[config.mk]
export PLATFORM = sky130hd
export DESIGN_NAME = binomial_5tap_line_smoother_top
export DESIGN_NICKNAME = d
export VERILOG_FILES = /design/src/design/bls_pkg.sv /design/src/design/bls_front.sv /design/src/design/bls_queue.sv /design/src/design/bls_back.sv /design/src/design/binomial_5tap_line_smoother_top.sv
export SDC_FILE = /design/constraint.sdc
export NUM_CORES = 1
export LEC_CHECK = 0
export ABC_AREA = 1
export CORE_ASPECT_RATIO = 1.4
export CORE_MARGIN = 1.5
export CORE_UTILIZATION = 60
export CTS_CLUSTER_SIZE = 40
export DETAILED_ROUTE_END_ITERATION = 8
export DONT_BUFFER_PORTS = 1
export GPL_TIMING_DRIVEN = 0
export PLACE_DENSITY = 0.84
export SLEW_MARGIN = 30
export SYNTH_ARGS = -nofsm -noshare
export SYNTH_HDL_FRONTEND = slang
export SYNTH_SLANG_ARGS = --single-unit
export TNS_END_PERCENT = 10
[constraint.sdc]
create_clock -name clk -period 8.65 [get_ports clk]
set_clock_uncertainty 0.1 [all_clocks]
set_input_delay 0.865 -clock clk [delete_from_list [all_inputs] [get_ports clk]]
set_output_delay 0.865 -clock clk [all_outputs]
set_load 0.02 [all_outputs]
[src/design/bls_pkg.sv]
// Package for the binomial 5-tap line smoother.
// Holds the queue entry type, queue sizing and the 1-4-6-4-1 kernel function.
package bls_pkg;

  localparam int unsigned PIX_W     = 8;
  localparam int unsigned SUM_W     = 12;
  localparam int unsigned Q_DEPTH   = 4;
  localparam int unsigned Q_AW      = $clog2(Q_DEPTH);
  localparam int unsigned Q_CW      = $clog2(Q_DEPTH + 1);
  localparam logic [SUM_W-1:0] ROUND = SUM_W'(8);
  localparam int unsigned OUT_SHIFT = 4;

  typedef logic [PIX_W-1:0] pix_t;

  typedef struct packed {
    logic steady;
    logic prev;
    logic cur;
  } res_mask_t;

  typedef struct packed {
    pix_t      r3;
    pix_t      r2;
    pix_t      r1;
    pix_t      r0;
    pix_t      px;
    res_mask_t mask;
  } job_t;

  typedef struct packed {
    logic full;
    logic empty;
  } q_stat_t;

  function automatic pix_t kernel(input pix_t a, input pix_t b, input pix_t c,
                                  input pix_t d, input pix_t e);
    logic [SUM_W-1:0] sum;
    sum = SUM_W'(a) + (SUM_W'(b) << 2) + (SUM_W'(c) << 2) + (SUM_W'(c) << 1)
        + (SUM_W'(d) << 2) + SUM_W'(e) + ROUND;
    return sum[OUT_SHIFT +: PIX_W];
  endfunction

endpackage

[src/design/bls_front.sv]
// Front end: accepts pixels, keeps the line window and position, and queues jobs.
// Depends on bls_pkg for the job type.
module bls_front (
  input  logic          clk,
  input  logic          rst_n,
  input  logic          in_valid,
  output logic          in_ready,
  input  bls_pkg::pix_t in_pixel_in,
  input  logic          in_line_end,
  input  bls_pkg::q_stat_t q_stat,
  output logic          push,
  output bls_pkg::job_t push_job
);

  logic [1:0]    pos_r, pos_nxt;
  bls_pkg::pix_t win_r [4];
  bls_pkg::pix_t win_nxt [4];
  bls_pkg::pix_t eff [4];
  logic          accept;

  assign in_ready = !q_stat.full;
  assign accept   = in_valid && in_ready;

  always_comb begin
    for (int k = 0; k < 4; k++) begin
      eff[k] = (pos_r == 2'd0) ? in_pixel_in : win_r[k];
    end
    push_job.r3          = eff[3];
    push_job.r2          = eff[2];
    push_job.r1          = eff[1];
    push_job.r0          = eff[0];
    push_job.px          = in_pixel_in;
    push_job.mask.steady = pos_r >= 2'd2;
    push_job.mask.prev   = in_line_end && (pos_r >= 2'd1);
    push_job.mask.cur    = in_line_end;
    push = accept && (push_job.mask.steady || in_line_end);

    pos_nxt = pos_r;
    for (int k = 0; k < 4; k++) begin
      win_nxt[k] = win_r[k];
    end
    if (accept) begin
      if (in_line_end) begin
        pos_nxt = 2'd0;
        for (int k = 0; k < 4; k++) begin
          win_nxt[k] = '0;
        end
      end else begin
        win_nxt[3] = eff[2];
        win_nxt[2] = eff[1];
        win_nxt[1] = eff[0];
        win_nxt[0] = in_pixel_in;
        if (pos_r != 2'd3) begin
          pos_nxt = pos_r + 2'd1;
        end
      end
    end
  end

  always_ff @(posedge clk) begin
    if (!rst_n) begin
      pos_r <= 2'd0;
      for (int k = 0; k < 4; k++) begin
        win_r[k] <= '0;
      end
    end else begin
      pos_r <= pos_nxt;
      for (int k = 0; k < 4; k++) begin
        win_r[k] <= win_nxt[k];
      end
    end
  end

endmodule

[src/design/bls_queue.sv]
// Short job queue between the front end and the back end.
// Depends on bls_pkg for the job type and queue sizing.
module bls_queue (
  input  logic             clk,
  input  logic             rst_n,
  input  logic             push,
  input  bls_pkg::job_t    push_job,
  input  logic             pop,
  output bls_pkg::job_t    head_job,
  output bls_pkg::q_stat_t q_stat
);

  bls_pkg::job_t            mem_r [bls_pkg::Q_DEPTH];
  logic [bls_pkg::Q_AW-1:0] wr_ptr_r, wr_ptr_nxt;
  logic [bls_pkg::Q_AW-1:0] rd_ptr_r, rd_ptr_nxt;
  logic [bls_pkg::Q_CW-1:0] count_r, count_nxt;
  logic                     do_push, do_pop;

  assign q_stat.full  = count_r == bls_pkg::Q_CW'(bls_pkg::Q_DEPTH);
  assign q_stat.empty = count_r == '0;
  assign do_push      = push && !q_stat.full;
  assign do_pop       = pop && !q_stat.empty;
  assign head_job     = mem_r[rd_ptr_r];

  always_comb begin
    wr_ptr_nxt = do_push ? wr_ptr_r + 1'b1 : wr_ptr_r;
    rd_ptr_nxt = do_pop ? rd_ptr_r + 1'b1 : rd_ptr_r;
    count_nxt  = count_r;
    if (do_push && !do_pop) begin
      count_nxt = count_r + 1'b1;
    end else if (do_pop && !do_push) begin
      count_nxt = count_r - 1'b1;
    end
  end

  always_ff @(posedge clk) begin
    if (!rst_n) begin
      wr_ptr_r <= '0;
      rd_ptr_r <= '0;
      count_r  <= '0;
    end else begin
      wr_ptr_r <= wr_ptr_nxt;
      rd_ptr_r <= rd_ptr_nxt;
      count_r  <= count_nxt;
    end
  end

  always_ff @(posedge clk) begin
    if (do_push) begin
      mem_r[wr_ptr_r] <= push_job;
    end
  end

endmodule

[src/design/bls_back.sv]
// Back end: walks the results of each queued job and drives the output register.
// Depends on bls_pkg for the job type and the kernel function.
module bls_back (
  input  logic             clk,
  input  logic             rst_n,
  input  bls_pkg::job_t    head_job,
  input  bls_pkg::q_stat_t q_stat,
  output logic             pop,
  output logic             out_valid,
  input  logic             out_ready,
  output bls_pkg::pix_t    out_pixel_out,
  output logic             out_last
);

  bls_pkg::res_mask_t done_r, done_nxt;
  bls_pkg::res_mask_t rem, sel, left;
  logic               out_valid_r, out_valid_nxt;
  bls_pkg::pix_t      pix_r, pix_nxt;
  logic               last_r, last_nxt;
  logic               fire;

  assign out_valid     = out_valid_r;
  assign out_pixel_out = pix_r;
  assign out_last      = last_r;

  always_comb begin
    rem  = head_job.mask & ~done_r;
    sel  = '0;
    if (rem.steady) begin
      sel.steady = 1'b1;
    end else if (rem.prev) begin
      sel.prev = 1'b1;
    end else begin
      sel.cur = 1'b1;
    end
    left = rem & ~sel;
    fire = !q_stat.empty && (!out_valid_r || out_ready);
    pop  = fire && (left == '0);

    done_nxt      = done_r;
    out_valid_nxt = out_valid_r && !out_ready;
    pix_nxt       = pix_r;
    last_nxt      = last_r;
    if (fire) begin
      done_nxt      = pop ? bls_pkg::res_mask_t'('0) : (done_r | sel);
      out_valid_nxt = 1'b1;
      last_nxt      = sel.cur;
      if (sel.steady) begin
        pix_nxt = bls_pkg::kernel(head_job.r3, head_job.r2, head_job.r1,
                                  head_job.r0, head_job.px);
      end else if (sel.prev) begin
        pix_nxt = bls_pkg::kernel(head_job.r2, head_job.r1, head_job.r0,
                                  head_job.px, head_job.px);
      end else begin
        pix_nxt = bls_pkg::kernel(head_job.r1, head_job.r0, head_job.px,
                                  head_job.px, head_job.px);
      end
    end
  end

  always_ff @(posedge clk) begin
    if (!rst_n) begin
      done_r      <= '0;
      out_valid_r <= 1'b0;
    end else begin
      done_r      <= done_nxt;
      out_valid_r <= out_valid_nxt;
    end
  end

  always_ff @(posedge clk) begin
    pix_r  <= pix_nxt;
    last_r <= last_nxt;
  end

endmodule

[src/design/binomial_5tap_line_smoother_top.sv]
// A result passes through the four-entry job queue and then the output register.
// Throughput: one request per cycle unless the queue is full; a line-end request produces up
// to three results, which the back end emits one per cycle while out_ready is high.
// Reset (rst_n low, synchronous) empties the queue, clears the window and line position,
// and drops any pending result.
module binomial_5tap_line_smoother_top (
  input  logic          clk,
  input  logic          rst_n,
  input  logic          in_valid,
  output logic          in_ready,
  input  bls_pkg::pix_t in_pixel_in,
  input  logic          in_line_end,
  output logic          out_valid,
  input  logic          out_ready,
  output bls_pkg::pix_t out_pixel_out,
  output logic          out_last
);

  bls_pkg::q_stat_t q_stat;
  bls_pkg::job_t    push_job, head_job;
  logic             push, pop;

  bls_front u_front (
    .clk        (clk),
    .rst_n      (rst_n),
    .in_valid   (in_valid),
    .in_ready   (in_ready),
    .in_pixel_in(in_pixel_in),
    .in_line_end(in_line_end),
    .q_stat     (q_stat),
    .push       (push),
    .push_job   (push_job)
  );

  bls_queue u_queue (
    .clk     (clk),
    .rst_n   (rst_n),
    .push    (push),
    .push_job(push_job),
    .pop     (pop),
    .head_job(head_job),
    .q_stat  (q_stat)
  );

  bls_back u_back (
    .clk          (clk),
    .rst_n        (rst_n),
    .head_job     (head_job),
    .q_stat       (q_stat),
    .pop          (pop),
    .out_valid    (out_valid),
    .out_ready    (out_ready),
    .out_pixel_out(out_pixel_out),
    .out_last     (out_last)
  );

endmodule

==> results_dict.tcl, run 1 <==
set metrics [dict create \
    outcome "finished, violations left" \
    violations "design-rule violations" \
    fmax_mhz 144 \
    cp-start-kind "register" \
    critPathRequiredTime_ns 8.79 \
    nets 1445 \
    grt_max_degree 22 \
    yosysSeqAreaShare_pct 50.2 \
    core_area_mm2 0.0206 \
    yosysMostFrequentCell "nand2_1" \
    gp_congestion 0.876 \
    synth_seq_cells 228 \
    post-route-drc-count 2 \
    synth_common_cells "265 x nand2_1, 181 x edfxtp_1, 170 x inv_1, 100 x a21oi_1, 75 x ha_1" \
    ctsHoldBuffers 0 \
    r2r-end "u_back.out_pixel_out[5]$_DFFE_PP_" \
    cp_slowest_stage_delay_ns 0.67 \
    vias 9245 \
    netlist.area_leader.share_pct 42.8 \
    cts_tree "built" \
    crit_arrival_ns 7.11 \
    cts_buffer_depth 3 \
    row_count 62 \
    n_fill_cell 1429 \
    dp_hpwl_mm 22.7 \
    slew_violations 0 \
    grt.total_usage_pct 28.6 \
    cts_max_level 1 \
    pin_count 24 \
    slowest_stage "a32oi_1" \
    first_iter_violations 1073 \
    worst-path-stages 28 \
    cp-end-kind "register" \
    cts.repair.resized 0 \
    ys_async_sr_fraction_pct 0 \
    setup_violations 0 \
    synthCells 1256 \
    hp-class "register to register" \
    cts-root-buf "clkbuf_16" \
    synth_area_leader_cell "edfxtp_1" \
    period_minus_slack_ns 6.97 \
    routed_wl_mm 30.6 \
    synth.area.top_cells "edfxtp_1 43%, fa_1 11%, nand2_1 7.8%" \
    grt_overflow 0 \
    clk_pin_slew_ns 0.07 \
    yosysWarnings 0 \
    first_pass_iters 7 \
    start_util_pct 61.5 \
    layout-drive-gt1-share_pct 5.83 \
    worst-slew-pin-transition_ns 1.01 \
    cpLargestDelayFamily "adder cells" \
    maxCapViolCount 0 \
    ys_types 38 \
    r2r_cells 28 \
    synth_edf_count 181 \
    fin_ws_ns 1.68 \
    grt_pass1_wl_mm 48.9 \
    critPathBufInv 9 \
    areaGrowthSynthToFinish_pct 10.1 \
    fin_tns_setup_ns 0 \
    r2r_slack_ns 1.68 \
    endpoint "u_back.out_pixel_out[5]$_DFFE_PP_" \
    critPathKind "register to register" \
    dpl_worst_slack_ns 1.81 \
    wl_per_cell_um 19.6 \
    fp.dieW_um 126 \
    synthFlopType "edfxtp_1" \
    portBuffers 0 \
    antenna_found_initial 0 \
    rsz0062_at_grt "false" \
    cts.sinks 228 \
    relSlewSlack_pct 32.6 \
    first_global_vias 9494 \
    syn_avg_cell_area_um2 10.1 \
    crit_path_max_fanout 10 \
    postCtsSetupRepairBufs 0 \
    hold_violations 0 \
    syn-num-nets 1411 \
    hold_slack_ns 0.356 \
    numCtsBuffers 21 \
    ant_nets 0 \
    die-height_um 175 \
    die_area_mm2 0.0221 \
    syn-cell-area_mm2 0.0127 \
    viasPerCell 5.93 \
    antenna_cells 0 \
    finalCritPeriodShare_pct 80.6 \
    clock_latency_ns 0.49 \
]
## kinds of logic (layout without fill, tap and decap cells)
group                    Yosys count  after routing  synth area share (%)
AND/OR/NAND/NOR                  422            422                  13.5
flip-flops                       228            228                  50.2
buffers and inverters            219            267                  6.77
AO/OA/AOI/OAI                    216            216                  9.55
adder cells (fa/ha/maj)          142            142                  18.0
XOR/XNOR                          29             29                  2.00
## metrics by stage
stage          instances  util, %  area [µm²]
2_1_floorplan       1256        -       12700
3_3_place_gp        1512     63.1       13000
3_5_place_dp        1523     64.3       13300
4_1_cts             1560     67.7       14000
5_1_grt             1560     67.8       14000
6_report            1560     67.8       14000
## per-layer routing
metal	vias to the layer above	share of wire (%)	GRT usage [%]	wire (µm)
met5	-	0	0	0
met1	4459	36	32.8	11000
li1	4267	-	-	-
met3	95	6.5	4.01	2000
met2	424	52	51.5	15900
met4	0	5.5	16.0	1690
## cell usage in the layout, fill, tap and decap left out, drive strengths merged, types with 3 or more instances in the layout
cell / synthesis / routed
nand3b: 3 / 3
o21ai: 68 / 68
fa: 67 / 67
nor2: 74 / 74
xor2: 19 / 19
nand3: 67 / 67
edfxtp: 181 / 181
buf: 15 / 26
nor3: 4 / 4
clkbuf: 28 / 53
a21oi: 100 / 100
ha: 75 / 75
a211oi: 3 / 3
and2: 3 / 3
inv: 174 / 176
clkinv: 2 / 8
a32oi: 19 / 19
dfxtp: 47 / 47
nand2: 268 / 268
o22ai: 17 / 17
bufinv: 0 / 4
xnor2: 10 / 10
## worst min-delay path: stages, from the launching register on
cell,delay (ns)
dfxtp_1,0.31
inv_1,0.05
a21oi_1,0.05
## final cells by class
type,instances,area [µm²],share of cell area (%)
Sequential cell,228,6380,45.6
Multi-Input combinational cell,809,5500,39.4
Inverter,176,661,4.73
Clock buffer,25,541,3.87
Tap cell,256,320,2.29
Timing Repair Buffer,11,213,1.52
Buffer,43,199,1.42
Clock inverter,12,168,1.20
## sequential cells by signal (all words and copies together) (netlist names), named ones only
| name | flops |
|---|---|
| u_queue.mem_r | 172 |
| u_front.win_r | 32 |
| u_back.out_pixel_out | 8 |
| u_front.pos_r | 2 |
| u_back.done_r | 3 |
| u_queue.rd_ptr_r | 2 |
| u_back.out_valid | 1 |
| u_queue.wr_ptr_r | 2 |
| u_back.out_last | 1 |
| u_queue.count_r | 3 |
## worst min path at each step
stage,endpoint,cells after the start,startpoint
CTS,u_queue.mem_r[3][3]$_DFFE_PP_,0,in_pixel_in[0]
finish,u_back.done_r[0]$_SDFFE_PN0P_,2,u_back.done_r[0]$_SDFFE_PN0P_
global placement,u_back.done_r[0]$_SDFFE_PN0P_,2,u_back.done_r[0]$_SDFFE_PN0P_
global route,u_queue.mem_r[3][3]$_DFFE_PP_,0,in_pixel_in[0]
detailed placement,u_back.done_r[0]$_SDFFE_PN0P_,2,u_back.done_r[0]$_SDFFE_PN0P_
floorplan,u_back.done_r[0]$_SDFFE_PN0P_,2,u_back.done_r[0]$_SDFFE_PN0P_
Power of run 1 is left out: the tool's default activity adds up to more than one toggle a clock period on the data nets, which glitch-free logic cannot reach.
==> inputs of run 2 (changes only) <==
ABC_AREA = 0   (was 1)
clock period = 7 ns   (was 8.65 ns; I/O delays follow)
==> results_dict.tcl, run 2 <==
set metrics [dict create \
    final_core_util_pct 66.1 \
    hold_slack_ns 0.185 \
    gp_congestion 0.849 \
    cts-root-buf "clkbuf_16" \
    yosysWarnings 0 \
    final_common_cell "edfxtp_1" \
    outcome "finished, violations left" \
    violations "design-rule violations" \
    relSlewSlack_pct 45.3 \
    synthFlopType "edfxtp_1" \
    rsz0062_at_grt "false" \
    clk_pin_slew_ns 0.07 \
    fmax_mhz 148 \
    first_global_vias 8146 \
    crit_path_max_fanout 10 \
    cts_buffer_depth 3 \
    die-height_um 175 \
    antenna_found_initial 1 \
    pin_count 24 \
    hold_violations 0 \
    postCtsSetupRepairBufs 0 \
    yosysSeqAreaShare_pct 50.4 \
    synth_area_leader_cell "edfxtp_1" \
    hp-class "input pin to register" \
    critPathRequiredTime_ns 7.24 \
    cp-end-kind "register" \
    netlist.area_leader.share_pct 43.0 \
    crit_arrival_ns 7.01 \
    synth.area.top_cells "edfxtp_1 43%, fa_1 11%, dfxtp_1 7.4%" \
    row_count 62 \
    largest_register_ffs 172 \
    vias 7628 \
    routed_wl_mm 27.4 \
    synthCells 976 \
    numCtsBuffers 21 \
    grt_overflow 0 \
    finalCritPeriodShare_pct 96.7 \
    post-route-drc-count 2 \
    yosysMostFrequentCell "edfxtp_1" \
    fin_tns_setup_ns 0 \
    ys_types 50 \
    dp_hpwl_mm 19.6 \
    ant_nets 0 \
    cts_tree "built" \
    wl_per_cell_um 21.5 \
    clock_latency_ns 0.51 \
    placed_area_mm2 0.0130 \
    syn_avg_cell_area_um2 13.0 \
    die_area_mm2 0.0220 \
    synth_seq_cells 228 \
    grt.total_usage_pct 25.8 \
    layout-drive-gt1-share_pct 8.88 \
    ys_async_sr_fraction_pct 0 \
    synth_edf_count 181 \
    syn-num-nets 1131 \
    maxCapViolCount 0 \
    cts_max_level 1 \
    mostFrequentLayoutCells "181 x edfxtp_1, 159 x inv_1, 75 x ha_1, 67 x fa_1, 58 x a21oi_1" \
    grt_pass1_wl_mm 43.2 \
    syn-cell-area_mm2 0.0126 \
    synth_common_cells "181 x edfxtp_1, 159 x inv_1, 75 x ha_1, 67 x fa_1, 59 x a21oi_1" \
    period_minus_slack_ns 6.77 \
    design_area_mm2 0.0136 \
    first_pass_iters 9 \
    areaGrowthSynthToFinish_pct 7.82 \
    first_iter_violations 677 \
    top_register "u_queue.mem_r" \
    cp-start-kind "register" \
    grt_max_degree 44 \
    slew_violations 0 \
    cts.sinks 228 \
    start_util_pct 61.3 \
    critPathKind "register to register" \
    worst-slew-pin-transition_ns 0.812 \
    fp.dieW_um 126 \
    nets 1155 \
    viasPerCell 6.00 \
    core_area_mm2 0.0206 \
    ctsHoldBuffers 0 \
    portBuffers 0 \
    setup_violations 0 \
]
[run 2: what timing repair did]
item,in CTS,in global routing
hold endpoints to repair,0,0
setup endpoints to repair,0,1
resized for setup,0,4
[run 2: stage by stage]
| stage | setup slack [ns] | cells |
|---|---|---|
| after global routing | 0.0517 | 1270 |
| final | 0.231 | 1272 |
| after CTS | 0.232 | 1270 |
| after floorplan | 1.03 | 976 |
| after global placement | 0.360 | 1232 |
| after detailed placement | 0.279 | 1233 |
[run 2: critical path, cell delays in order (launching register included)]
cell and delay (ns):
dfxtp_1 0.30, buf_2 0.20, buf_2 0.29, clkbuf_1 0.55
mux4_2 0.42, ha_1 0.21, inv_1 0.07, fa_1 0.22
inv_1 0.05, a21o_1 0.17, a21oi_1 0.32, xnor2_1 0.20
fa_1 0.56, inv_1 0.08, fa_1 0.51, fa_1 0.55
inv_1 0.04, ha_1 0.34, o21a_1 0.21, o31a_1 0.11
or2_2 0.31, a41o_1 0.26, xnor2_1 0.14, a22o_1 0.24
a211oi_1 0.15
[run 2: cell type report]
cell class | count | area [µm²]
Fill cell | 1417 | 7000
Sequential cell | 228 | 6380
Multi-Input combinational cell | 558 | 5560
Inverter | 159 | 597
Clock buffer | 28 | 562
Tap cell | 256 | 320
Buffer | 31 | 141
Clock inverter | 9 | 55.1
Timing Repair Buffer | 1 | 27.5
Antenna cell | 2 | 5.00
[run 2: per-layer routing]
| metal | vias to the layer above | global-route usage, % | routed length (µm) |
|---|---|---|---|
| met3 | 93 | 3.77 | 1350 |
| met4 | 0 | 15.7 | 1620 |
| li1 | 3448 | - | - |
| met2 | 290 | 47.2 | 14600 |
| met1 | 3797 | 28.1 | 9810 |
| met5 | - | 0 | 0 |
[run 2: cells by family (layout without fill, tap and decap cells)]
group | after synthesis | after routing | share of synthesized area (%)
flip-flops | 228 | 228 | 50.4
adder cells (fa/ha/maj) | 142 | 142 | 18.0
other | 0 | 2 | 0
multiplexers | 48 | 48 | 8.14
XOR/XNOR | 38 | 38 | 2.63
AND/OR/NAND/NOR | 177 | 177 | 8.03
buffers and inverters | 190 | 228 | 5.79
AO/OA/AOI/OAI | 153 | 153 | 6.98
[run 2: worst paths after layout]
check                                              startpoint                           endpoint  slack [ns]  depth (start not counted)
worst max-delay path                                 register  u_back.out_pixel_out[7]$_DFFE_PP_        0.23                         24
worst min-delay path                              in_line_end      u_queue.mem_r[0][0]$_DFFE_PP_        0.19                          0
worst max register to register                       register  u_back.out_pixel_out[7]$_DFFE_PP_        0.23                         24
worst min register to register  u_back.done_r[1]$_SDFFE_PN0P_      u_back.done_r[1]$_SDFFE_PN0P_        0.38                          2
Power of run 2 is left out for the same reason.
